===== src/rtl/core/ldsw_pkg.sv =====
// shared types, constants and segment encoding for the led digit serial writer
package ldsw_pkg;

  localparam int DIGIT_COUNT_DEF = 4;
  localparam int STEP_W = 5;
  localparam int PADDR_W = 5;
  localparam int PDATA_W = 32;
  localparam int SEG_CODES = 18;

  localparam logic [1:0] OP_TICK = 2'd0;
  localparam logic [1:0] OP_WRITE_ALL = 2'd1;
  localparam logic [1:0] OP_WRITE_ONE = 2'd2;

  localparam logic [2:0] REG_BRIGHTNESS = 3'd0;
  localparam logic [2:0] REG_AUTO_COMMAND = 3'd1;
  localparam logic [2:0] REG_FIXED_COMMAND = 3'd2;
  localparam logic [2:0] REG_ADDR_COMMAND = 3'd3;
  localparam logic [2:0] REG_ACK_LIMIT = 3'd4;

  localparam logic [2:0] BRIGHTNESS_RST = 3'd2;
  localparam logic [7:0] AUTO_COMMAND_RST = 8'h40;
  localparam logic [7:0] FIXED_COMMAND_RST = 8'h44;
  localparam logic [7:0] ADDR_COMMAND_RST = 8'hc0;
  localparam logic [7:0] ACK_LIMIT_RST = 8'd200;

  localparam logic [7:0] DISPLAY_CMD_BASE = 8'h88;
  localparam logic [7:0] FIXED_ADDR_BASE = 8'hc0;
  localparam logic [7:0] SEG_BLANK = 8'h00;

  localparam logic [7:0] SEG_ROM [SEG_CODES] = '{
    8'h3f, 8'h06, 8'h5b, 8'h4f, 8'h66, 8'h6d, 8'h7d, 8'h07, 8'h7f,
    8'h6f, 8'h77, 8'h7c, 8'h39, 8'h5e, 8'h79, 8'h71, 8'h40, 8'h00
  };

  typedef struct packed {
    logic [1:0] op;
    logic [7:0] digit_a;
    logic [7:0] digit_b;
    logic [7:0] digit_c;
    logic [7:0] digit_d;
    logic [1:0] position;
    logic       raw_segments;
    logic       sda_in;
  } in_item_t;

  typedef struct packed {
    logic scl;
    logic sda_drive;
    logic sda_level;
    logic busy_res;
    logic frame_done;
  } out_item_t;

  typedef struct packed {
    logic [2:0] brightness;
    logic [7:0] auto_command;
    logic [7:0] fixed_command;
    logic [7:0] addr_command;
    logic [7:0] ack_limit;
  } cfg_t;

  function automatic logic [7:0] seg_encode(input logic [7:0] code, input logic raw);
    logic [7:0] seg;
    if (raw) begin
      seg = code;
    end else if (code < 8'(SEG_CODES)) begin
      seg = SEG_ROM[code[4:0]];
    end else begin
      seg = SEG_BLANK;
    end
    return seg;
  endfunction

endpackage


===== src/rtl/core/led_digit_serial_writer_unit.sv =====
// top level of the led digit serial writer: request register, wire sequencer, result register
//
// Each input request is one wire step toward a two-wire LED digit controller: a write request
// (four digits at auto-increment addresses, or one digit at a fixed address) is latched and the
// following tick requests play out the data command, address and digit bytes and display command
// frames, one line change per request, with an ack wait after every byte. The block takes one
// request per clock cycle while out_stall does not hold it and gives one result per request: the
// request sits in an input register, the sequencer computes its next state in one pass and the
// line levels land in the result register. Requests keep flowing while a result waits on
// out_stall, until both registers are full. Digit bytes are held in flip-flops, DIGIT_COUNT + 1
// entries deep. Configuration registers sit at byte address 4*i on the APB-style port.
module led_digit_serial_writer_unit #(
  parameter int DIGIT_COUNT = ldsw_pkg::DIGIT_COUNT_DEF
) (
  input  logic                          clk,
  input  logic                          rst_n,
  input  logic                          in_valid,
  output logic                          in_stall,
  input  ldsw_pkg::in_item_t            in_data,
  output logic                          out_valid,
  input  logic                          out_stall,
  output ldsw_pkg::out_item_t           out_data,
  input  logic                          psel,
  input  logic                          penable,
  input  logic                          pwrite,
  input  logic [ldsw_pkg::PADDR_W-1:0]  paddr,
  input  logic [ldsw_pkg::PDATA_W-1:0]  pwdata,
  output logic [ldsw_pkg::PDATA_W-1:0]  prdata,
  output logic                          pready
);

  ldsw_pkg::in_item_t  in_data_r;
  logic                in_valid_r, in_valid_nxt;
  ldsw_pkg::out_item_t out_data_r;
  logic                out_valid_r, out_valid_nxt;
  ldsw_pkg::out_item_t seq_res;
  ldsw_pkg::cfg_t      cfg;
  logic                out_free;
  logic                fire;
  logic                accept;

  assign out_free = !out_valid_r || !out_stall;
  assign fire = in_valid_r && out_free;
  assign in_stall = in_valid_r && !out_free;
  assign accept = in_valid && !in_stall;

  always_comb begin
    in_valid_nxt = in_valid_r;
    if (accept) begin
      in_valid_nxt = 1'b1;
    end else if (fire) begin
      in_valid_nxt = 1'b0;
    end
  end

  always_comb begin
    out_valid_nxt = out_valid_r;
    if (fire) begin
      out_valid_nxt = 1'b1;
    end else if (out_valid_r && !out_stall) begin
      out_valid_nxt = 1'b0;
    end
  end

  always_ff @(posedge clk) begin
    if (!rst_n) begin
      in_valid_r <= 1'b0;
      out_valid_r <= 1'b0;
    end else begin
      in_valid_r <= in_valid_nxt;
      out_valid_r <= out_valid_nxt;
    end
  end

  always_ff @(posedge clk) begin
    if (accept) begin
      in_data_r <= in_data;
    end
    if (fire) begin
      out_data_r <= seq_res;
    end
  end

  ldsw_cfg u_cfg (
    .clk     (clk),
    .rst_n   (rst_n),
    .psel    (psel),
    .penable (penable),
    .pwrite  (pwrite),
    .paddr   (paddr),
    .pwdata  (pwdata),
    .prdata  (prdata),
    .cfg     (cfg)
  );

  ldsw_seq #(
    .DIGIT_COUNT (DIGIT_COUNT)
  ) u_seq (
    .clk     (clk),
    .rst_n   (rst_n),
    .step_en (fire),
    .item    (in_data_r),
    .cfg     (cfg),
    .res     (seq_res)
  );

  assign out_valid = out_valid_r;
  assign out_data = out_data_r;
  assign pready = 1'b1;

endmodule


===== src/rtl/core/ldsw_cfg.sv =====
// apb configuration registers
module ldsw_cfg (
  input  logic                          clk,
  input  logic                          rst_n,
  input  logic                          psel,
  input  logic                          penable,
  input  logic                          pwrite,
  input  logic [ldsw_pkg::PADDR_W-1:0]  paddr,
  input  logic [ldsw_pkg::PDATA_W-1:0]  pwdata,
  output logic [ldsw_pkg::PDATA_W-1:0]  prdata,
  output ldsw_pkg::cfg_t                cfg
);

  ldsw_pkg::cfg_t cfg_r;
  ldsw_pkg::cfg_t cfg_nxt;
  logic [2:0]     reg_idx;
  logic           wr_en;

  assign reg_idx = paddr[4:2];
  assign wr_en = psel & penable & pwrite;

  always_comb begin
    cfg_nxt = cfg_r;
    if (wr_en) begin
      case (reg_idx)
        ldsw_pkg::REG_BRIGHTNESS:    cfg_nxt.brightness = pwdata[2:0];
        ldsw_pkg::REG_AUTO_COMMAND:  cfg_nxt.auto_command = pwdata[7:0];
        ldsw_pkg::REG_FIXED_COMMAND: cfg_nxt.fixed_command = pwdata[7:0];
        ldsw_pkg::REG_ADDR_COMMAND:  cfg_nxt.addr_command = pwdata[7:0];
        ldsw_pkg::REG_ACK_LIMIT:     cfg_nxt.ack_limit = pwdata[7:0];
        default: cfg_nxt = cfg_r;
      endcase
    end
  end

  always_comb begin
    case (reg_idx)
      ldsw_pkg::REG_BRIGHTNESS:    prdata = {29'd0, cfg_r.brightness};
      ldsw_pkg::REG_AUTO_COMMAND:  prdata = {24'd0, cfg_r.auto_command};
      ldsw_pkg::REG_FIXED_COMMAND: prdata = {24'd0, cfg_r.fixed_command};
      ldsw_pkg::REG_ADDR_COMMAND:  prdata = {24'd0, cfg_r.addr_command};
      ldsw_pkg::REG_ACK_LIMIT:     prdata = {24'd0, cfg_r.ack_limit};
      default: prdata = '0;
    endcase
  end

  always_ff @(posedge clk) begin
    if (!rst_n) begin
      cfg_r.brightness <= ldsw_pkg::BRIGHTNESS_RST;
      cfg_r.auto_command <= ldsw_pkg::AUTO_COMMAND_RST;
      cfg_r.fixed_command <= ldsw_pkg::FIXED_COMMAND_RST;
      cfg_r.addr_command <= ldsw_pkg::ADDR_COMMAND_RST;
      cfg_r.ack_limit <= ldsw_pkg::ACK_LIMIT_RST;
    end else begin
      cfg_r <= cfg_nxt;
    end
  end

  assign cfg = cfg_r;

endmodule


===== src/rtl/core/ldsw_seq.sv =====
// wire sequencer: frame, byte, bit and ack-wait state advanced one wire step per request
module ldsw_seq #(
  parameter int DIGIT_COUNT = ldsw_pkg::DIGIT_COUNT_DEF
) (
  input  logic                clk,
  input  logic                rst_n,
  input  logic                step_en,
  input  ldsw_pkg::in_item_t  item,
  input  ldsw_pkg::cfg_t      cfg,
  output ldsw_pkg::out_item_t res
);

  localparam int DEPTH = DIGIT_COUNT + 1;
  localparam int IDX_W = $clog2(DEPTH);
  localparam int SW = ldsw_pkg::STEP_W;

  localparam logic [2:0] PH_BIT_SET     = 3'd0;
  localparam logic [2:0] PH_BIT_HIGH    = 3'd1;
  localparam logic [2:0] PH_BIT_LOW     = 3'd2;
  localparam logic [2:0] PH_ACK_SET     = 3'd3;
  localparam logic [2:0] PH_ACK_HIGH    = 3'd4;
  localparam logic [2:0] PH_ACK_LOW     = 3'd5;
  localparam logic [2:0] PH_ACK_RELEASE = 3'd6;

  localparam logic [2:0] PH_COND_0 = 3'd0;
  localparam logic [2:0] PH_COND_1 = 3'd1;
  localparam logic [2:0] PH_COND_2 = 3'd2;

  logic [SW-1:0] step_r, step_nxt;
  logic [2:0]    phase_r, phase_nxt;
  logic [2:0]    bit_r, bit_nxt;
  logic [7:0]    shift_r, shift_nxt;
  logic [7:0]    ack_r, ack_nxt;
  logic          mode_r, mode_nxt;
  logic          scl_r, scl_nxt;
  logic          drv_r, drv_nxt;
  logic          lvl_r, lvl_nxt;
  logic [7:0]    store_r [DEPTH];
  logic [7:0]    store_nxt [DEPTH];

  logic [SW-1:0]    elem;
  logic [SW-1:0]    nbytes;
  logic [SW-1:0]    dig_off;
  logic [IDX_W-1:0] store_idx;
  logic             is_start, is_stop, is_cmd, is_dig, is_disp;
  logic             last_elem;
  logic [SW-1:0]    adv_step;
  logic [7:0]       byte_val;
  logic [7:0]       ack_inc;
  logic [7:0]       digits [4];
  logic             done;

  assign elem = step_r - SW'(1);
  assign nbytes = mode_r ? SW'(1) : SW'(DIGIT_COUNT);
  assign dig_off = elem - SW'(4);
  assign store_idx = dig_off[IDX_W-1:0];

  assign is_start = (elem == SW'(0)) || (elem == SW'(3)) || (elem == SW'(6) + nbytes);
  assign is_stop = (elem == SW'(2)) || (elem == SW'(5) + nbytes) || (elem == SW'(8) + nbytes);
  assign is_cmd = (elem == SW'(1));
  assign is_dig = (elem >= SW'(4)) && (elem <= SW'(4) + nbytes);
  assign is_disp = (elem == SW'(7) + nbytes);

  assign last_elem = (elem >= SW'(8) + nbytes);
  assign adv_step = last_elem ? '0 : step_r + SW'(1);
  assign ack_inc = ack_r + 8'd1;

  always_comb begin
    if (is_cmd) begin
      byte_val = mode_r ? cfg.fixed_command : cfg.auto_command;
    end else if (is_dig) begin
      byte_val = store_r[store_idx];
    end else if (is_disp) begin
      byte_val = ldsw_pkg::DISPLAY_CMD_BASE | {5'd0, cfg.brightness};
    end else begin
      byte_val = 8'd0;
    end
  end

  assign digits[0] = item.digit_a;
  assign digits[1] = item.digit_b;
  assign digits[2] = item.digit_c;
  assign digits[3] = item.digit_d;

  always_comb begin
    step_nxt = step_r;
    phase_nxt = phase_r;
    bit_nxt = bit_r;
    shift_nxt = shift_r;
    ack_nxt = ack_r;
    mode_nxt = mode_r;
    scl_nxt = scl_r;
    drv_nxt = drv_r;
    lvl_nxt = lvl_r;
    store_nxt = store_r;
    done = 1'b0;
    if (step_en) begin
      if (step_r != '0) begin
        if (is_start || is_stop) begin
          phase_nxt = phase_r + 3'd1;
          case (phase_r)
            PH_COND_0: begin
              if (is_start) begin
                scl_nxt = 1'b1;
              end else begin
                drv_nxt = 1'b1;
                lvl_nxt = 1'b0;
              end
            end
            PH_COND_1: begin
              if (is_start) begin
                drv_nxt = 1'b1;
                lvl_nxt = 1'b1;
              end else begin
                scl_nxt = 1'b0;
              end
            end
            PH_COND_2: begin
              if (is_start) begin
                drv_nxt = 1'b1;
                lvl_nxt = 1'b0;
              end else begin
                scl_nxt = 1'b1;
              end
            end
            default: begin
              if (is_start) begin
                scl_nxt = 1'b0;
              end else begin
                drv_nxt = 1'b1;
                lvl_nxt = 1'b1;
              end
              phase_nxt = '0;
              bit_nxt = '0;
              step_nxt = adv_step;
              done = last_elem;
            end
          endcase
        end else if (is_cmd || is_dig || is_disp) begin
          case (phase_r)
            PH_BIT_SET: begin
              drv_nxt = 1'b1;
              if (bit_r == '0) begin
                shift_nxt = byte_val;
                lvl_nxt = byte_val[0];
              end else begin
                lvl_nxt = shift_r[0];
              end
              phase_nxt = PH_BIT_HIGH;
            end
            PH_BIT_HIGH: begin
              scl_nxt = 1'b1;
              phase_nxt = PH_BIT_LOW;
            end
            PH_BIT_LOW: begin
              scl_nxt = 1'b0;
              shift_nxt = {1'b0, shift_r[7:1]};
              if (bit_r == 3'd7) begin
                bit_nxt = '0;
                phase_nxt = PH_ACK_SET;
              end else begin
                bit_nxt = bit_r + 3'd1;
                phase_nxt = PH_BIT_SET;
              end
            end
            PH_ACK_SET: begin
              drv_nxt = 1'b1;
              lvl_nxt = 1'b1;
              phase_nxt = PH_ACK_HIGH;
            end
            PH_ACK_HIGH: begin
              scl_nxt = 1'b1;
              phase_nxt = PH_ACK_LOW;
            end
            PH_ACK_LOW: begin
              scl_nxt = 1'b0;
              phase_nxt = PH_ACK_RELEASE;
            end
            PH_ACK_RELEASE: begin
              drv_nxt = 1'b0;
              ack_nxt = '0;
              phase_nxt = phase_r + 3'd1;
            end
            default: begin
              if (!item.sda_in) begin
                drv_nxt = 1'b1;
                ack_nxt = '0;
                phase_nxt = '0;
                bit_nxt = '0;
                step_nxt = adv_step;
                done = last_elem;
              end else if (ack_inc == cfg.ack_limit) begin
                drv_nxt = 1'b1;
                lvl_nxt = 1'b0;
                ack_nxt = '0;
              end else begin
                drv_nxt = 1'b0;
                ack_nxt = ack_inc;
              end
            end
          endcase
        end else begin
          phase_nxt = '0;
          bit_nxt = '0;
          step_nxt = '0;
          done = 1'b1;
        end
      end else if (item.op == ldsw_pkg::OP_WRITE_ALL) begin
        mode_nxt = 1'b0;
        store_nxt[0] = cfg.addr_command;
        for (int i = 0; i < DIGIT_COUNT; i++) begin
          if (i < 4) begin
            store_nxt[IDX_W'(i + 1)] = ldsw_pkg::seg_encode(digits[2'(i)], item.raw_segments);
          end else begin
            store_nxt[IDX_W'(i + 1)] = ldsw_pkg::SEG_BLANK;
          end
        end
        step_nxt = SW'(1);
        phase_nxt = '0;
        bit_nxt = '0;
        ack_nxt = '0;
      end else if (item.op == ldsw_pkg::OP_WRITE_ONE) begin
        mode_nxt = 1'b1;
        store_nxt[0] = ldsw_pkg::FIXED_ADDR_BASE | {6'd0, item.position};
        store_nxt[1] = ldsw_pkg::seg_encode(item.digit_a, item.raw_segments);
        step_nxt = SW'(1);
        phase_nxt = '0;
        bit_nxt = '0;
        ack_nxt = '0;
      end
    end
  end

  always_ff @(posedge clk) begin
    if (!rst_n) begin
      step_r <= '0;
      phase_r <= '0;
      bit_r <= '0;
      ack_r <= '0;
      mode_r <= 1'b0;
      scl_r <= 1'b1;
      drv_r <= 1'b1;
      lvl_r <= 1'b1;
    end else begin
      step_r <= step_nxt;
      phase_r <= phase_nxt;
      bit_r <= bit_nxt;
      ack_r <= ack_nxt;
      mode_r <= mode_nxt;
      scl_r <= scl_nxt;
      drv_r <= drv_nxt;
      lvl_r <= lvl_nxt;
    end
  end

  always_ff @(posedge clk) begin
    shift_r <= shift_nxt;
    store_r <= store_nxt;
  end

  assign res.scl = scl_nxt;
  assign res.sda_drive = drv_nxt;
  assign res.sda_level = lvl_nxt;
  assign res.busy_res = (step_nxt != '0);
  assign res.frame_done = done;

endmodule


===== config.mk =====
export PLATFORM = sky130hd
export DESIGN_NAME = led_digit_serial_writer_unit
export DESIGN_NICKNAME = d
export VERILOG_FILES = /design/src/rtl/core/ldsw_pkg.sv /design/src/rtl/core/led_digit_serial_writer_unit.sv /design/src/rtl/core/ldsw_cfg.sv /design/src/rtl/core/ldsw_seq.sv
export SDC_FILE = /design/constraint.sdc
export NUM_CORES = 1
export LEC_CHECK = 0
export CORE_MARGIN = 5
export CORE_UTILIZATION = 40
export DETAILED_ROUTE_END_ITERATION = 10
export DONT_BUFFER_PORTS = 1
export PLACE_DENSITY = 0.68
export REMOVE_ABC_BUFFERS = 1
export SETUP_SLACK_MARGIN = 0.2
export SKIP_CTS_REPAIR_TIMING = 1
export SLEW_MARGIN = 30
export SYNTH_ARGS = -nofsm -noshare
export SYNTH_HDL_FRONTEND = slang
export SYNTH_SLANG_ARGS = --single-unit
export TNS_END_PERCENT = 30

===== constraint.sdc =====
create_clock -name clk -period 3.66 [get_ports clk]
set_clock_uncertainty 0.05 [all_clocks]
set_input_delay 0.732 -clock clk [delete_from_list [all_inputs] [get_ports clk]]
set_output_delay 0.732 -clock clk [all_outputs]
set_load 0.03 [all_outputs]

**Word-level counts from Yosys, hierarchy flattened**

Memories as Yosys holds them, arrays and structs flattened.
Cells that the tools add are included.

- Bits in read-only memories: 512
- Logic and storage cells: 234
- Bits in registers: 119
- Memories kept: 2
- Output and inout bits: 40

Memories:

| memory | depth | width | rd ports | clocked after memory_dff | write ports | line | RTL |
|---|---|---|---|---|---|---|---|
| (no name shown) | 32 | 8 | 1 | 0 | 0 | ldsw_pkg.sv:67 | `seg = SEG_ROM[code[4:0]];` |
| (no name shown) | 32 | 8 | 1 | 0 | 0 | ldsw_pkg.sv:67 |  |

- Reductions and logical operators: 49
- Multiplexer cells: 98
- $add $sub $neg: 11
- Bitwise gates (word level): 7
- Eq/ne operators: 29
- $lt $le $gt $ge: 8

Operator list:

| kind | number |
|---|---|
| $mux 8 | 22 |
| $mux 5 | 10 |
| $pmux 8 s5 | 1 |
| $mux 1 | 39 |
| $mux 3 | 13 |
| $mux 16 | 2 |
| $pmux 8 s2 | 2 |
| $bmux 8 s3 | 1 |
| $pmux 3 s7 | 1 |
| $add 3x5->5 const A | 4 |
| $eq 5x5->1 | 4 |
| $lt 8x5->1 const B | 2 |
| $eq 3x3->1 const B | 5 |
| $eq 3x2->1 const B | 4 |
| $ge 6x6->1 const B | 2 |
| $not 5->6 | 2 |
| $pmux 1 s3 | 4 |
| $reduce_or 6->1 | 2 |
| $ne 11x11->1 const B | 1 |
| $eq 5x2->1 const B | 2 |
| $reduce_and 2->1 | 5 |
| $reduce_and 5->1 | 2 |
| $reduce_bool 5->1 | 2 |
| $logic_not 3->1 | 3 |
| 39 further kinds | 67 |

**Depth between registers and ports, before layout**

- Depth after elaboration: 14
- Mapped depth: 13
- Depth with buffers taken out: 12

**By module**

Synthesis repeated with hierarchy kept, for this count alone.

- Cell total of the unflattened synthesis: 796
- Area, all modules: 7835.0 um2

By module, submodules not included:

| module | seq. area each (um2) | area an instance (um2) | cells an instance | times used |
|---|---|---|---|---|
| ldsw_seq | 1421.4 | 4574.4 | 544 | 1 |
| ldsw_cfg | 700.7 | 1874.3 | 199 | 1 |
| led_digit_serial_writer_unit | 1331.3 | 1386.3 | 53 | 1 |

**Least setup slack after synthesis**

No wires, ideal clock.

- Kind: flip-flop to flip-flop
- From: register u_seq.step_r[0]
- To: register u_seq.ack_r[1]
- Path buffers: 1
- Stages on the path, launching flop included: 10
- Data arrival time: 3.380 ns
- Clock period less this slack: 3.500 ns
- Setup time: 0.071 ns
- Setup slack: 0.160 ns
- Cell sequence: dfxtp_1 > buf_6 > inv_1 > ha_1 > nor3b_2 > nand2_1 > nor3_1 > a21oi_2 > or3b_1 > a21oi_1

- Cells in the longest elaborated chain, start to end: 7
- Elaborated cells between the ends (all ways): 26

Ends and longest elaborated chain:

| what | line | RTL |
|---|---|---|
| start, declared | ldsw_seq.sv:29 | `logic [SW-1:0] step_r, step_nxt;` |
| start signal, assigned | ldsw_seq.sv:245 | `step_r <= step_nxt;` |
| $sub 5x1->5 | ldsw_seq.sv:53 | `assign elem = step_r - SW'(1);` |
| $ge 5x3->1, or another cell as far along | ldsw_seq.sv:61 | `assign is_dig = (elem >= SW'(4)) && (elem <= SW'(4) + nbytes);` |
| $logic_and 1x1->1, or another cell as far along | ldsw_seq.sv:61 |  |
| $logic_or 1x1->1 (on tied branches) | ldsw_seq.sv:139, ldsw_seq.sv:58, ldsw_seq.sv:59 |  |
| $logic_or 1x1->1 (on tied branches) | ldsw_seq.sv:139, ldsw_seq.sv:99 |  |
| $ne 2x2->1 (no source line) | - |  |
| $reduce_and 5->1 (no source line) | - |  |
| end signal, assigned | ldsw_seq.sv:248 | `ack_r <= ack_nxt;` |
| end, declared | ldsw_seq.sv:33 | `logic [7:0] ack_r, ack_nxt;` |

Parallel ways exist; a longest one is shown, timed or not.
A chain may end at the register's enable or synchronous reset.

==> metrics.yaml <==
global_route:
  grt_pass1_wl_um: 28100
  overflow: 0
  grtUsageTotal_pct: 17.0
  grt_pass1_vias: 5629
  grt_max_degree: 31
  antenna_found_initial: 0
pwr:
  ir_drop_mv: 0.569
  finalPower_mw: 3.42
  power_density_mw_per_mm2: 422
  power_leakage_nw: 2.93
floorplanning:
  coreArea_mm2: 0.0179
  initial_core_util_pct: 40.5
  row_count: 49
  num_io_pins: 122
  dieArea_mm2: 0.0209
  dieHeight_um: 145
  die_w_um: 145
setup_path:
  cp-end-kind: "flop"
  critPathKind: "flop to flop"
  reg2reg_slack_ps: 360
  worst_ep_required_time_ps: 3760
  worstPathArrival_ps: 3400
  startpoint_type: "flop"
  cp_max_fo: 7
yosys:
  synth_cells: 787
  ys.flop_type: "dfxtp_1"
  synth_compound_area_share_pct: 17.1
  synthArstFlopShare_pct: 0
  avgSynthCellArea_um2: 9.21
  synthXorXnorAreaFrac_pct: 2.12
  yosysWarnings: 0
  yosysUniqueCellTypes: 76
  synth.area.mux_share_pct: 9.20
  synth_edf_count: 59
  synth_top_family_by_area: "simple AND/OR/NAND/NOR gates"
  yosys.area_share.simple_pct: 18.5
  ys_seq_area_share_pct: 41.0
  syn_area_mm2: 0.00725
  yosys.area_share.adder_pct: 5.49
  ys_ff_latch: 119
clock_tree:
  clock_path_buffers: 2
  h-tree-depth: 4
  numCtsBuffers: 17
  root_buffer: "clkbuf_16"
  clk_pin_slew_ps: 60
  clock_sinks: 119
  clock_latency_ps: 420
  cts_tree: "yes"
route:
  first_pass_iters: 6
  vias: 5782
  ant_nets: 0
  wire_per_inst_um: 16.6
  viasPerCell: 5.59
  drt_iter0_markers: 573
  wl_um: 17200
  drc_errors: 0
placement:
  portBuffers: 0
  dp_hpwl_um: 12300
  placed_area_mm2: 0.00748
  gp_congestion: 0.900
  dp.cells: 1002
  dp_slack_ps: 294
timing:
  maxSlewHeadroom_pct: 41.5
  hold_viol: 0
  setup_ws_ps: 356
  period_share_pct: 90.3
  drv_slew: 0
  setup_violations: 0
  rsz0062_at_grt: "no"
  fmax_mhz: 303
  worst_pin_slew_ps: 871
  final.min_clock_period_ps: 3300
  whs_ps: 339
finish:
  n_antenna_cell: 0
  syn_to_final_growth_pct: 11.8
  final_cell_area_mm2: 0.00810
  layout.nets: 906
  fillers: 1678
  drive_above_1_share_pct: 11.8
  layoutNonFillerInstCount: 1035
worst_hold_path:
  hold_path.class: "input port to flop"
status:
  status: "finished clean"
job:
  cap_violations: 0
registers in the layout, summed over array words and instances, names as in the netlist, 3 cells and up:
| name | flops |
|---|---|
| u_seq.step_r | 5 |
| u_seq.phase_r | 3 |
| u_seq.ack_r | 8 |
| u_seq.shift_r | 8 |
| u_seq.bit_r | 3 |
| out_data | 5 |
| u_seq.store_r | 24 |
| u_cfg.cfg | 35 |
| in_data_r | 22 |
placed cells by master (no fill, tap or decap), drive strengths merged, types with 9 or more instances in the layout:
cell    count
xnor2       9
conb       25
buf        28
clkbuf     20
nand2      89
and2       15
o31ai       9
o21ai      36
ha         31
nand3      26
mux2       21
inv        33
a21oi      39
a22oi      14
nand2b     11
nor3       14
mux2i      43
dfxtp      60
a211oi     14
edfxtp     59
nor2       70
o22ai      14
power breakdown:
group,internal [mW],switching [mW],total (mW)
combinational,0.0957,0.180,0.276
sequential,1.43,0.0333,1.47
clock,1.07,0.611,1.68
worst paths after layout:
path,start,cells past startpoint,end
setup / recovery,u_seq.step_r[0]$_SDFF_PN0_,12,out_data[1]$_DFFE_PP_
hold reg to reg,in_valid_r$_SDFFE_PN0P_,2,out_valid$_SDFFE_PN0P_
hold / removal,rst_n,1,u_cfg.cfg[18]$_SDFFE_PN1P_
setup reg to reg,u_seq.step_r[0]$_SDFF_PN0_,12,out_data[1]$_DFFE_PP_
per-layer routing:
layer / GRT usage, % / up-vias / wire length (um)
met5: 0 / - / 0
met4: 5.89 / 0 / 363
met3: 4.13 / 35 / 913
met2: 27.5 / 187 / 8250
met1: 22.3 / 2719 / 7630
li1: - / 2841 / -
synthesized netlist by cell type (21+ instances only):
| cell | n | area, um2 |
|---|---|---|
| nor2_1 | 69 | 259 |
| inv_1 | 30 | 113 |
| nand3_1 | 26 | 130 |
| o21ai_0 | 35 | 175 |
| ha_1 | 31 | 388 |
| clkbuf_1 | 30 | 113 |
| edfxtp_1 | 59 | 1770 |
| dfxtp_1 | 60 | 1200 |
| buf_4 | 25 | 188 |
| a21oi_1 | 38 | 190 |
| mux2i_1 | 43 | 430 |
| mux2_2 | 21 | 236 |
| nand2_1 | 89 | 334 |
final cells by class:
cell class	count	area, um2	share of cell area (%)
Multi-Input combinational cell	595	3920	48.4
Sequential cell	119	2970	36.7
Clock buffer	20	437	5.39
Tap cell	229	287	3.54
Timing Repair Buffer	28	210	2.59
Clock inverter	12	150	1.85
Inverter	32	120	1.48
worst max-delay path, cell delays in order, from the launching register on:
cell and delay, ps:
dfxtp_1 360, inv_1 70, ha_1 240, xor2_2 360
ha_4 220, a21boi_0 180, o311a_1 190, nor2_1 80
a211oi_4 480, nor3_2 150, a221o_1 330, nor3_1 200
nand3_1 110
cell families (layout without fill, tap and decap cells):
group,count (synthesis),in the layout
xor+xnor,16,16
buf+inv,96,92
flops,119,119
mux,64,64
simple gates,277,277
compound gates,181,181
other cells,2,25
fa+ha+maj,32,32
metrics by stage:
step | setup TNS, ps | util (%)
finish | 0 | 45.2
global route | 0 | 45.2
CTS | 0 | 45.0
detailed placement | 0 | 41.8
global placement | 0 | 41.8
floorplan | -89.5 | -
Note: power is estimated with default switching activity, not from simulation.
